===== src/sv/assert_macros.svh =====
// Assertion macros shared by the Playfair stream RTL.
// Depends on nothing; included by files that carry concurrent checks.
`ifndef ASSERT_MACROS_SVH
`define ASSERT_MACROS_SVH

// Clocked check, disabled while reset is asserted.
`define ASSERT_CLKD(label, clk, rst_n, prop, msg) \
    label: assert property (@(posedge clk) disable iff (!rst_n) (prop)) else $error(msg);

// Clocked check that a condition never holds outside reset.
`define ASSERT_NEVER(label, clk, rst_n, cond, msg) \
    label: assert property (@(posedge clk) disable iff (!rst_n) !(cond)) else $error(msg);

`endif


===== src/sv/pfc_pkg.sv =====
// Package for the Playfair digram cipher stream: types, constants and the
// key square lookup and substitution functions. Depends on nothing.
package pfc_pkg;

    localparam int SQ        = 5;
    localparam int NUM_CELLS = SQ * SQ;
    localparam int LETTER_W  = 5;
    localparam int POS_W     = 3;
    localparam int ASCII_W   = 7;
    localparam int CHAR_W    = 8;

    localparam int CELLS_PER_WORD = 12;
    localparam int CFG_DATA_W     = CELLS_PER_WORD * LETTER_W;
    localparam int CFG_INDEX_W    = 2;

    localparam int QDEPTH = 4;
    localparam int QPTR_W = $clog2(QDEPTH);
    localparam int QCNT_W = $clog2(QDEPTH + 1);

    localparam logic [CFG_INDEX_W-1:0] REG_DECRYPT_MODE = 2'd0;
    localparam logic [CFG_INDEX_W-1:0] REG_CELLS_LOW    = 2'd1;
    localparam logic [CFG_INDEX_W-1:0] REG_CELLS_MID    = 2'd2;
    localparam logic [CFG_INDEX_W-1:0] REG_CELL_LAST    = 2'd3;

    localparam logic [LETTER_W-1:0] LETTER_I   = 5'd8;
    localparam logic [LETTER_W-1:0] LETTER_J   = 5'd9;
    localparam logic [LETTER_W-1:0] LETTER_X   = 5'd23;
    localparam logic [LETTER_W-1:0] LETTER_MAX = 5'd25;

    localparam logic [CHAR_W-1:0]  CHAR_UPPER_A = 8'h41;
    localparam logic [CHAR_W-1:0]  CHAR_UPPER_Z = 8'h5A;
    localparam logic [CHAR_W-1:0]  CHAR_LOWER_A = 8'h61;
    localparam logic [CHAR_W-1:0]  CHAR_LOWER_Z = 8'h7A;
    localparam logic [ASCII_W-1:0] ASCII_A      = 7'h41;

    typedef logic [LETTER_W-1:0] letter_t;
    typedef logic [NUM_CELLS-1:0][LETTER_W-1:0] square_t;

    typedef struct packed {
        logic [POS_W-1:0] row;
        logic [POS_W-1:0] col;
    } pos_t;

    typedef struct packed {
        logic    err;
        letter_t a;
        letter_t b;
    } digram_t;

    // One accepted word's digrams, in output order.
    typedef struct packed {
        logic    valid;
        logic    two;
        digram_t d0;
        digram_t d1;
    } pair_rec_t;

    typedef struct packed {
        logic [ASCII_W-1:0] first_letter;
        logic [ASCII_W-1:0] second_letter;
        logic               status;
        logic               last_of_run;
    } result_t;

    typedef struct packed {
        logic    valid;
        logic    two;
        result_t r0;
        result_t r1;
    } subst_rec_t;

    // First cell in row-major order that holds the letter; row 0, col 0 if none.
    function automatic pos_t locate(square_t sq, letter_t l);
        logic [NUM_CELLS-1:0] hit;
        logic [NUM_CELLS-1:0] first;
        pos_t                 p;
        for (int k = 0; k < NUM_CELLS; k++) begin
            hit[k] = (sq[k] == l);
        end
        first = hit & (~hit + 1'b1);
        p = '0;
        for (int k = 0; k < NUM_CELLS; k++) begin
            p.row = p.row | ({POS_W{first[k]}} & POS_W'(k / SQ));
            p.col = p.col | ({POS_W{first[k]}} & POS_W'(k % SQ));
        end
        return p;
    endfunction

    function automatic logic [POS_W-1:0] shift_pos(logic [POS_W-1:0] v, logic dec);
        logic [POS_W-1:0] r;
        if (dec) begin
            r = (v == '0) ? POS_W'(SQ - 1) : v - 1'b1;
        end else begin
            r = (v == POS_W'(SQ - 1)) ? '0 : v + 1'b1;
        end
        return r;
    endfunction

    function automatic logic [ASCII_W-1:0] cell_ascii(square_t sq, logic [POS_W-1:0] row,
                                                      logic [POS_W-1:0] col);
        logic [LETTER_W-1:0] idx;
        letter_t             v;
        idx = LETTER_W'(row) * LETTER_W'(SQ) + LETTER_W'(col);
        v   = sq[idx];
        if (v > LETTER_MAX) begin
            v = LETTER_MAX;
        end
        return ASCII_A + ASCII_W'(v);
    endfunction

    function automatic result_t substitute(square_t sq, digram_t d, logic dec);
        pos_t    p1;
        pos_t    p2;
        result_t r;
        p1 = locate(sq, d.a);
        p2 = locate(sq, d.b);
        r  = '0;
        if (d.err) begin
            r.status = 1'b1;
        end else if (p1.row == p2.row) begin
            r.first_letter  = cell_ascii(sq, p1.row, shift_pos(p1.col, dec));
            r.second_letter = cell_ascii(sq, p2.row, shift_pos(p2.col, dec));
        end else if (p1.col == p2.col) begin
            r.first_letter  = cell_ascii(sq, shift_pos(p1.row, dec), p1.col);
            r.second_letter = cell_ascii(sq, shift_pos(p2.row, dec), p2.col);
        end else begin
            r.first_letter  = cell_ascii(sq, p1.row, p2.col);
            r.second_letter = cell_ascii(sq, p2.row, p1.col);
        end
        return r;
    endfunction

endpackage


===== src/sv/pfc_stream_if.sv =====
// Valid/ready channel interfaces for text bytes in and digrams out.
// Depends on pfc_pkg for field widths.
interface pfc_in_if import pfc_pkg::*; ();
    logic              valid;
    logic              ready;
    logic [CHAR_W-1:0] char_in;
    logic              end_of_text;

    modport source (output valid, output char_in, output end_of_text, input ready);
    modport sink   (input valid, input char_in, input end_of_text, output ready);
endinterface

interface pfc_out_if import pfc_pkg::*; ();
    logic               valid;
    logic               ready;
    logic [ASCII_W-1:0] first_letter;
    logic [ASCII_W-1:0] second_letter;
    logic               status;
    logic               last_of_run;

    modport source (output valid, output first_letter, output second_letter,
                    output status, output last_of_run, input ready);
    modport sink   (input valid, input first_letter, input second_letter,
                    input status, input last_of_run, output ready);
endinterface


===== src/sv/pfc_pair.sv =====
// Letter filter, digram pairing with the held letter, and the pair register.
// Depends on pfc_pkg, pfc_stream_if and assert_macros.svh.
`include "assert_macros.svh"

module pfc_pair import pfc_pkg::*; (
    input  logic      clk,
    input  logic      rst_n,
    pfc_in_if.sink    in_ch,
    input  logic      decrypt_mode,
    input  logic      space,
    output pair_rec_t rec
);

    pair_rec_t rec_reg;
    pair_rec_t rec_next;
    letter_t   pending_letter_reg;
    letter_t   pending_letter_next;
    logic      pending_valid_reg;
    logic      pending_valid_next;

    logic      accept;
    logic      is_letter;
    letter_t   letter;
    logic      hold_valid;
    letter_t   hold_letter;
    logic      e0;
    logic      e1;
    digram_t   dl;
    digram_t   de;

    assign in_ch.ready = !rec_reg.valid || space;
    assign accept      = in_ch.valid && in_ch.ready;
    assign rec         = rec_reg;

    always_comb
    begin
        is_letter = 1'b0;
        letter    = '0;
        if (in_ch.char_in inside {[CHAR_UPPER_A:CHAR_UPPER_Z]}) begin
            is_letter = 1'b1;
            letter    = LETTER_W'(in_ch.char_in - CHAR_UPPER_A);
        end else if (in_ch.char_in inside {[CHAR_LOWER_A:CHAR_LOWER_Z]}) begin
            is_letter = 1'b1;
            letter    = LETTER_W'(in_ch.char_in - CHAR_LOWER_A);
        end
        if (letter == LETTER_J) begin
            letter = LETTER_I;
        end

        // letter against the held letter
        e0          = 1'b0;
        dl.err      = 1'b0;
        dl.a        = pending_letter_reg;
        dl.b        = letter;
        hold_valid  = pending_valid_reg;
        hold_letter = pending_letter_reg;
        if (is_letter) begin
            if (!pending_valid_reg) begin
                hold_valid  = 1'b1;
                hold_letter = letter;
            end else if (!decrypt_mode && pending_letter_reg == letter) begin
                e0          = 1'b1;
                dl.b        = LETTER_X;
                hold_letter = letter;
            end else begin
                e0          = 1'b1;
                hold_valid  = 1'b0;
                hold_letter = '0;
            end
        end

        // end of text flushes whatever is still held
        e1     = in_ch.end_of_text && hold_valid;
        de.err = decrypt_mode;
        de.a   = decrypt_mode ? '0 : hold_letter;
        de.b   = decrypt_mode ? '0 : LETTER_X;

        if (in_ch.end_of_text) begin
            pending_valid_next  = 1'b0;
            pending_letter_next = '0;
        end else begin
            pending_valid_next  = hold_valid;
            pending_letter_next = hold_letter;
        end

        rec_next = rec_reg;
        if (accept) begin
            rec_next.valid = e0 || e1;
            rec_next.two   = e0 && e1;
            rec_next.d0    = e0 ? dl : de;
            rec_next.d1    = de;
        end else if (space) begin
            rec_next.valid = 1'b0;
        end
    end

    always_ff @(posedge clk or negedge rst_n)
    begin
        if (!rst_n) begin
            rec_reg            <= '0;
            pending_letter_reg <= '0;
            pending_valid_reg  <= 1'b0;
        end else begin
            rec_reg <= rec_next;
            if (accept) begin
                pending_letter_reg <= pending_letter_next;
                pending_valid_reg  <= pending_valid_next;
            end
        end
    end

    `ASSERT_CLKD(a_end_clears_hold, clk, rst_n, accept && in_ch.end_of_text |=> !pending_valid_reg, "held letter survived end of text")
    `ASSERT_CLKD(a_err_only_last, clk, rst_n, rec_reg.valid && rec_reg.two |-> !rec_reg.d0.err, "error digram placed before another digram")

endmodule


===== src/sv/pfc_subst.sv =====
// Key square lookup and row, column or rectangle substitution of two digrams.
// Depends on pfc_pkg.
module pfc_subst import pfc_pkg::*; (
    input  pair_rec_t  rec,
    input  square_t    square,
    input  logic       decrypt_mode,
    output subst_rec_t res
);

    always_comb
    begin
        res.valid          = rec.valid;
        res.two            = rec.two;
        res.r0             = substitute(square, rec.d0, decrypt_mode);
        res.r1             = substitute(square, rec.d1, decrypt_mode);
        res.r0.last_of_run = !rec.two;
        res.r1.last_of_run = 1'b1;
    end

endmodule


===== src/sv/pfc_outq.sv =====
// Result queue: one or two digrams in per cycle with two slots free, one out per cycle with sink ready.
// Depends on pfc_pkg, pfc_stream_if and assert_macros.svh.
`include "assert_macros.svh"

module pfc_outq import pfc_pkg::*; (
    input  logic       clk,
    input  logic       rst_n,
    input  subst_rec_t res,
    output logic       space,
    pfc_out_if.source  out_ch
);

    result_t           q_reg [QDEPTH];
    logic [QPTR_W-1:0] head_reg;
    logic [QPTR_W-1:0] head_next;
    logic [QPTR_W-1:0] tail_reg;
    logic [QPTR_W-1:0] tail_next;
    logic [QCNT_W-1:0] count_reg;
    logic [QCNT_W-1:0] count_next;
    logic              push;
    logic [1:0]        push_cnt;
    logic              pop;
    logic [QPTR_W-1:0] tail_plus1;

    // room for two words regardless of the output side
    assign space      = (count_reg <= QCNT_W'(QDEPTH - 2));
    assign push       = res.valid && space;
    assign push_cnt   = push ? (res.two ? 2'd2 : 2'd1) : 2'd0;
    assign pop        = out_ch.valid && out_ch.ready;
    assign tail_plus1 = tail_reg + 1'b1;

    assign out_ch.valid         = (count_reg != '0);
    assign out_ch.first_letter  = q_reg[head_reg].first_letter;
    assign out_ch.second_letter = q_reg[head_reg].second_letter;
    assign out_ch.status        = q_reg[head_reg].status;
    assign out_ch.last_of_run   = q_reg[head_reg].last_of_run;

    always_comb
    begin
        head_next  = head_reg + QPTR_W'(pop);
        tail_next  = tail_reg + QPTR_W'(push_cnt);
        count_next = count_reg + QCNT_W'(push_cnt) - QCNT_W'(pop);
    end

    always_ff @(posedge clk)
    begin
        if (push) begin
            q_reg[tail_reg] <= res.r0;
            if (res.two) begin
                q_reg[tail_plus1] <= res.r1;
            end
        end
    end

    always_ff @(posedge clk or negedge rst_n)
    begin
        if (!rst_n) begin
            head_reg  <= '0;
            tail_reg  <= '0;
            count_reg <= '0;
        end else begin
            head_reg  <= head_next;
            tail_reg  <= tail_next;
            count_reg <= count_next;
        end
    end

    `ASSERT_NEVER(a_count_bound, clk, rst_n, count_reg > QCNT_W'(QDEPTH), "queue count above depth")
    `ASSERT_CLKD(a_count_track, clk, rst_n, 1'b1 |=> count_reg == $past(count_reg) + QCNT_W'($past(push_cnt)) - QCNT_W'($past(pop)), "queue count lost track")
    `ASSERT_CLKD(a_ptr_span, clk, rst_n, count_reg[QPTR_W-1:0] == QPTR_W'(tail_reg - head_reg), "queue pointers disagree with count")

endmodule


===== src/sv/playfair_digram_cipher_stream.sv =====
// Playfair digram cipher stream, top level: configuration registers and the
// pair, substitution and result queue stages. Depends on pfc_pkg,
// pfc_stream_if, pfc_pair, pfc_subst and pfc_outq.
// A byte accepted is registered in the pair register, then its digrams go into the
// result queue. Throughput: one text byte per cycle while the pair register is free
// or the queue has two free slots; one digram leaves per cycle, so once the queue
// holds a backlog a byte that closes two digrams can stall the input.
// Reset: clears the held letter, the queue, the mode and all key square cells.
module playfair_digram_cipher_stream import pfc_pkg::*; (
    input  logic                   clk,
    input  logic                   rst_n,
    input  logic                   cfg_wr_en,
    input  logic [CFG_INDEX_W-1:0] cfg_index,
    input  logic [CFG_DATA_W-1:0]  cfg_data,
    pfc_in_if.sink                 in_ch,
    pfc_out_if.source              out_ch
);

    // Key square, row-major, one letter index per cell; mode bit beside it.
    square_t    square_reg;
    logic       decrypt_mode_reg;

    pair_rec_t  pair_rec;
    subst_rec_t subst_rec;
    logic       space;

    // Configuration writes must arrive only while the stream is idle; the block does not
    // enforce this, and the cells and mode are used directly by the datapath without shadowing.
    always_ff @(posedge clk or negedge rst_n)
    begin
        if (!rst_n) begin
            square_reg       <= '0;
            decrypt_mode_reg <= 1'b0;
        end else if (cfg_wr_en) begin
            case (cfg_index)
                REG_DECRYPT_MODE: decrypt_mode_reg <= cfg_data[0];
                REG_CELLS_LOW:
                begin
                    for (int k = 0; k < CELLS_PER_WORD; k++) begin
                        square_reg[k] <= cfg_data[k*LETTER_W +: LETTER_W];
                    end
                end
                REG_CELLS_MID:
                begin
                    for (int k = 0; k < CELLS_PER_WORD; k++) begin
                        square_reg[CELLS_PER_WORD + k] <= cfg_data[k*LETTER_W +: LETTER_W];
                    end
                end
                REG_CELL_LAST: square_reg[NUM_CELLS-1] <= cfg_data[LETTER_W-1:0];
                default: ;
            endcase
        end
    end

    // Filter and fold the byte, pair it with the held letter, register digrams.
    pfc_pair u_pair (
        .clk          (clk),
        .rst_n        (rst_n),
        .in_ch        (in_ch),
        .decrypt_mode (decrypt_mode_reg),
        .space        (space),
        .rec          (pair_rec)
    );

    // Locate both letters of each digram and apply the square rules.
    pfc_subst u_subst (
        .rec          (pair_rec),
        .square       (square_reg),
        .decrypt_mode (decrypt_mode_reg),
        .res          (subst_rec)
    );

    // Hold results until the sink takes them; advance a full pair stage only
    // when two free slots are guaranteed.
    pfc_outq u_outq (
        .clk    (clk),
        .rst_n  (rst_n),
        .res    (subst_rec),
        .space  (space),
        .out_ch (out_ch)
    );

endmodule

===== src/flat_wrapper.sv =====
// flat-port wrapper written by rule: the top's interface ports become plain ports
module playfair_digram_cipher_stream_flat import pfc_pkg::*;
  (clk, rst_n, cfg_wr_en, cfg_index, cfg_data, in_ch_valid, in_ch_char_in, in_ch_end_of_text, in_ch_ready, out_ch_valid, out_ch_first_letter, out_ch_second_letter, out_ch_status, out_ch_last_of_run, out_ch_ready);
  pfc_in_if in_ch_i ();
  pfc_out_if out_ch_i ();
  input  logic clk;
  input  logic rst_n;
  input  logic cfg_wr_en;
  input  logic [CFG_INDEX_W-1:0] cfg_index;
  input  logic [CFG_DATA_W-1:0] cfg_data;
  input wire logic [$bits(in_ch_i.valid)-1:0] in_ch_valid;
  input wire logic [$bits(in_ch_i.char_in)-1:0] in_ch_char_in;
  input wire logic [$bits(in_ch_i.end_of_text)-1:0] in_ch_end_of_text;
  output wire logic [$bits(in_ch_i.ready)-1:0] in_ch_ready;
  output wire logic [$bits(out_ch_i.valid)-1:0] out_ch_valid;
  output wire logic [$bits(out_ch_i.first_letter)-1:0] out_ch_first_letter;
  output wire logic [$bits(out_ch_i.second_letter)-1:0] out_ch_second_letter;
  output wire logic [$bits(out_ch_i.status)-1:0] out_ch_status;
  output wire logic [$bits(out_ch_i.last_of_run)-1:0] out_ch_last_of_run;
  input wire logic [$bits(out_ch_i.ready)-1:0] out_ch_ready;
  assign in_ch_i.valid = in_ch_valid;
  assign in_ch_i.char_in = in_ch_char_in;
  assign in_ch_i.end_of_text = in_ch_end_of_text;
  assign in_ch_ready = in_ch_i.ready;
  assign out_ch_valid = out_ch_i.valid;
  assign out_ch_first_letter = out_ch_i.first_letter;
  assign out_ch_second_letter = out_ch_i.second_letter;
  assign out_ch_status = out_ch_i.status;
  assign out_ch_last_of_run = out_ch_i.last_of_run;
  assign out_ch_i.ready = out_ch_ready;
  playfair_digram_cipher_stream u_core (.clk(clk), .rst_n(rst_n), .cfg_wr_en(cfg_wr_en), .cfg_index(cfg_index), .cfg_data(cfg_data), .in_ch(in_ch_i), .out_ch(out_ch_i));
endmodule

===== config.mk =====
export PLATFORM = sky130hd
export DESIGN_NAME = playfair_digram_cipher_stream_flat
export DESIGN_NICKNAME = d
export VERILOG_FILES = /design/src/sv/pfc_pkg.sv /design/src/sv/pfc_stream_if.sv /design/src/sv/pfc_pair.sv /design/src/sv/pfc_subst.sv /design/src/sv/pfc_outq.sv /design/src/sv/playfair_digram_cipher_stream.sv /design/src/flat_wrapper.sv
export VERILOG_INCLUDE_DIRS = /design/src /design/src/sv
export SDC_FILE = /design/constraint.sdc
export NUM_CORES = 2
export LEC_CHECK = 0
export BUFFER_PORTS_ARGS = -buffer_cell sky130_fd_sc_hd__buf_2
export CORE_MARGIN = 3
export CORE_UTILIZATION = 30
export DETAILED_ROUTE_END_ITERATION = 10
export PLACE_DENSITY_LB_ADDON = 0.05
export SLEW_MARGIN = 20
export SYNTH_ARGS = -nofsm -noshare
export SYNTH_HDL_FRONTEND = slang
export SYNTH_SLANG_ARGS = --single-unit

===== constraint.sdc =====
create_clock -name clk -period 9.95 [get_ports clk]
set_input_delay 1.99 -clock clk [delete_from_list [all_inputs] [get_ports clk]]
set_output_delay 1.99 -clock clk [all_outputs]
set_load 0.01 [all_outputs]

-- Word-level counts from Yosys, hierarchy flattened
Memory sizes are Yosys's and may differ from the RTL's.
Cells that the tools add are included.
- multipliers: 8
- reductions and logical operators: 28
- $add $sub $neg: 51
- bitwise logic cells: 160
- mux-type cells: 150
- order comparisons: 29
- equality and inequality tests: 117
- operators with widths (cell ; count):
    5-bit equality test ; 101
    5-bit two-way mux ; 68
    5-bit binary-select mux with 5-bit select ; 12
    3-bit two-way mux ; 44
    3-bit by 2-bit OR with 3-bit output ; 42
    25-bit by 1-bit adder with 25-bit output, second input constant ; 4
    25-bit bitwise AND ; 4
    25-bit NOT ; 4
    3-bit OR ; 33
    7-bit by 5-bit adder with 7-bit output, first input constant ; 12
    14-bit two-way mux ; 6
    5-bit by 6-bit less-than comparator with 1-bit output, second input constant ; 12
    2-bit OR ; 31
    5-bit by 3-bit adder with 5-bit output ; 12
    5-bit greater-than comparator, second input constant ; 12
    3-bit by 1-bit OR with 3-bit output ; 19
    3-bit by 3-bit multiplier with 5-bit output, second input constant ; 8
    3-bit by 1-bit adder with 3-bit output, second input constant ; 8
    3-bit equality test, second input constant ; 8
    3-bit logical NOT ; 8
    3-bit by 1-bit subtractor with 3-bit output, second input constant ; 8
    2-bit by 3-bit OR with 3-bit output ; 7
    1-bit two-way mux ; 17
    8-bit by 7-bit >= comparator with 1-bit output, second input constant ; 2
    23 further kinds ; 61
- word-level logic and storage cells: 583
- memories: 1
- bits in registers: 163
- memory bits (writable): 64
- memories (memory ; depth ; bits a word ; rd ports ; clocked after memory_dff ; wr ports ; line ; text):
    u_core.u_outq.q_reg ; 4 ; 16 ; 1 ; 0 ; 2 ; pfc_outq.sv:13 ; result_t q_reg [QDEPTH];

-- Depth between registers and ports, before layout
- depth in word-level cells: 42
- gate-level depth with buffers: 38
- mapped depth without buffers: 34

-- Hierarchy
From an unflattened synthesis, not the netlist that was laid out.
- cells, all modules: 3306
- area total of the unflattened synthesis: 34824.6 sq um
- modules (own cells, without submodules) (module ; area an instance (sq um) ; sequential area each (sq um) ; times used ; cells each):
    pfc_subst ; 24846.3 ; 0.0 ; 1 ; 2655
    playfair_digram_cipher_stream ; 4774.6 ; 3153.0 ; 1 ; 268
    pfc_outq ; 3604.7 ; 2097.0 ; 1 ; 200
    pfc_pair ; 1599.0 ; 650.6 ; 1 ; 183

-- Worst setup path before layout
No wires, ideal clock.
- kind: reg2reg
- start point: register u_core.u_pair.rec_reg, in the netlist u_core.u_pair.rec[6]
- end point: memory u_core.u_outq.q_reg[2][13] in the netlist's numbering, data pin
- clock period less this slack: 7.554 ns
- stages on the path, launching flop included: 29
- path buffers: 3
- required time: 9.678 ns
- slack: 2.396 ns
- arrival time: 7.282 ns
- cells stage by stage: dfrtp_1 buf_4 buf_6 xnor2_1 nand3_1 nor3_1 nor3_1 nand4b_1 or2_2 a21boi_0 inv_1 ha_1 or2_2 mux4_2 ha_1 ha_1 fa_1 xor2_1 clkbuf_1 mux4_2 nor2_1 o21bai_1 mux2i_1 mux2i_1 mux2i_1 inv_2 ha_1 a221oi_2 o22ai_1
- RTL lines (what ; line ; text):
    start, declared ; pfc_pair.sv:14 ; pair_rec_t rec_reg;
    start signal, assigned ; pfc_pair.sv:104 ; rec_reg <= rec_next;
    end, declared ; pfc_outq.sv:13 ;

==> run summary <==
Filler cell count: 10800
Hold WC Path Type: register to register
Root Buffer Master: clkbuf_16
CP most frequent cell: ha_1
Status: finished, final reports clean
Ys flop type: dfrtp_1
Initial antenna violation count: 18
I/O pins: 94
RSZ-0062 raised after global routing: no
Via density: 6.62
Critical path endpoint category: register
Max stage delay cell, worst path: dfrtp_1
Clk sinks: 219
Wire length per cell: 40.4 um
Vias post-DR: 29800
# DRC: 0
Slew Limit Headroom: 21.3%
Die area: 113000 um^2
Final GP Congestion: 0.999
Worst path arrival time: 9970 ps
Max cap viols: 0
CTS Hold Buffers Added: 0
CTS tree: built
Area taken by multi-input logic gates: 24900 um^2
Post-CTS Repair Setup Buffers: 0
Post-synth EDFFs: 56
YS warnings: 0
Fmax achieved: 103 MHz
Iter 0 DRT Violations: 4041
Crit path kind: register to register
Total CTS buffers: 29
Starting density of the core: 30.4%
Placement Setup Slack: 613 ps
Final WL: 182000 um
Worst-path fanout max: 18
Number of routed nets with antenna violations: 0
Total gr overflow: 0
Die Wd: 336 um
Worst-Margin Slew: 1180 ps
Gate Count Post-Synth: 3163
CP peak stage delay: 830 ps
Die Y: 336 um
Critical Path Source Type: register
CTS resizes: 0
Yosys cell types: 100
Worst-path clk slew: 60 ps
DR pass1 iterations: 5
Worst setup margin: 278 ps
Register area: 5750 um^2
Avg Inst Size Synth: 10.4 um^2
Ys async rst share: 72.6%
Final Hold Violating Endpoints: 0
Synth Register Bits: 219
Post-Syn Area: 32800 um^2
Total track usage: 31.5%
Critical path required time: 10250 ps
Net count, final: 3264
First-pass GRT wire length: 247000 um
Longest Clk Path Bufs: 3
Number of max-slew violations in the final report: 0
Hpwl dp: 128000 um
Site Rows: 120
Final min period: 9670 ps
Core Util, Final: 33.3%
Port Buf Inserts: 93
Clock Latency Late Sink: 590 ps
Final cycle utilization of the critical path: 97.2%
Setup TNS: 0 ps
Clock skew: 23.2 ps
Share of cells above drive strength 1: 33.2%
Htree depth: 1
Total core area: 108000 um^2
Sequential cell area fraction in the yosys report: 17.5%
Area Growth Syn to Fin: 9.47%
Max FFs per register: 125
Vias in the first global route: 28700
Endpoints failing setup: 0
Largest net degree at the start of global routing: 107
==> synthesized netlist by cell type, types with 83 or more instances <==
library cell	n	area share [%]
mux4_2	421	29
buf_2	83	1.3
a21oi_1	91	1.4
nand3_1	129	2.0
nor2_1	137	1.6
mux2i_1	120	3.7
ha_1	102	3.9
xnor2_1	225	6.0
nor3_1	94	1.4
mux2_2	149	5.1
clkbuf_1	262	3.0
dfrtp_1	159	12
nand2_1	165	1.9
o21ai_0	100	1.5
xor2_1	216	5.8
==> placed cells by master (no fill, tap or decap), drive strengths merged, types with 23 or more instances in the layout <==
cell / n
a211oi: 23
a21oi: 91
a31oi: 23
buf: 327
clkbuf: 40
dfrtp: 159
edfxtp: 56
ha: 102
inv: 68
mux2: 154
mux2i: 121
mux4: 421
nand2: 165
nand3: 130
nand4b: 25
nor2: 137
nor3: 95
nor4: 32
o21ai: 101
o22ai: 41
xnor2: 229
xor2: 217
==> worst paths after layout <==
| check | depth (start not counted) | end | start | slack (ps) |
|---|---|---|---|---|
| min in group asynchronous | 1 | u_core.square_reg[104]$_DFFE_PN0P_ | rst_n | 1540 |
| setup / recovery | 31 | u_core.u_outq.q_reg[3][6]$_DFFE_PP_ | u_core.square_reg[40]$_DFFE_PN0P_ | 280 |
| setup reg to reg | 31 | u_core.u_outq.q_reg[3][6]$_DFFE_PP_ | u_core.square_reg[40]$_DFFE_PN0P_ | 280 |
| max in group asynchronous | 2 | u_core.u_pair.rec[11]$_DFFE_PN0P_ | rst_n | 6920 |
| hold reg to reg | 1 | u_core.u_outq.q_reg[2][0]$_SDFFE_PP1P_ | u_core.u_outq.q_reg[2][0]$_SDFFE_PP1P_ | 460 |
| hold / removal | 1 | u_core.u_outq.q_reg[2][0]$_SDFFE_PP1P_ | u_core.u_outq.q_reg[2][0]$_SDFFE_PP1P_ | 460 |
==> through the flow <==
step	hold slack, ps	area, um^2	std cells
after floorplan	435	32800	3170
after global placement	446	34900	4445
after detailed placement	451	34900	4445
after CTS	465	35800	4498
after global routing	485	35800	4498
final	459	35900	4503
==> metal layers <==
metal	track usage, %	wire length (um)	up-vias
met5	0	0	-
met4	15.8	11700	0
met3	8.41	21200	410
met2	46.6	76800	2178
met1	42.4	72400	15500
li1	-	-	11700
==> worst max-delay path: cells and delay by family, from the launching register on <==
family,cells,cell delay (ps)
muxes,5,1860
AOI/OAI and AO/OA,10,2220
adders and majority gates,5,1570
buffers and inverters,3,440
xor gates and xnor gates,1,580
and+or+nand+nor,7,1890
DFF,1,830
==> logic make-up after synthesis <==
kind of cell / share of synthesized area (%)
other: 0.0114
DFF: 17.5
muxes: 38.0
adders and majority gates: 4.69
and+or+nand+nor: 11.5
xor gates and xnor gates: 12.6
buffers and inverters: 7.09
AOI/OAI and AO/OA: 8.65
==> area by class of cell <==
| type | count | share of cell area, % |
|---|---|---|
| Clock buffer | 39 | 2.27 |
| Multi-Input combinational cell | 2431 | 69.4 |
| Clock inverter | 14 | 0.457 |
| Inverter | 64 | 0.670 |
| Tap cell | 1403 | 4.90 |
| Antenna cell | 5 | 0.0349 |
| Timing Repair Buffer | 328 | 6.28 |
| Sequential cell | 219 | 16.0 |
Power is not shown: default switching activity piles up to over one toggle a cycle in this logic, so the estimate is an artifact.
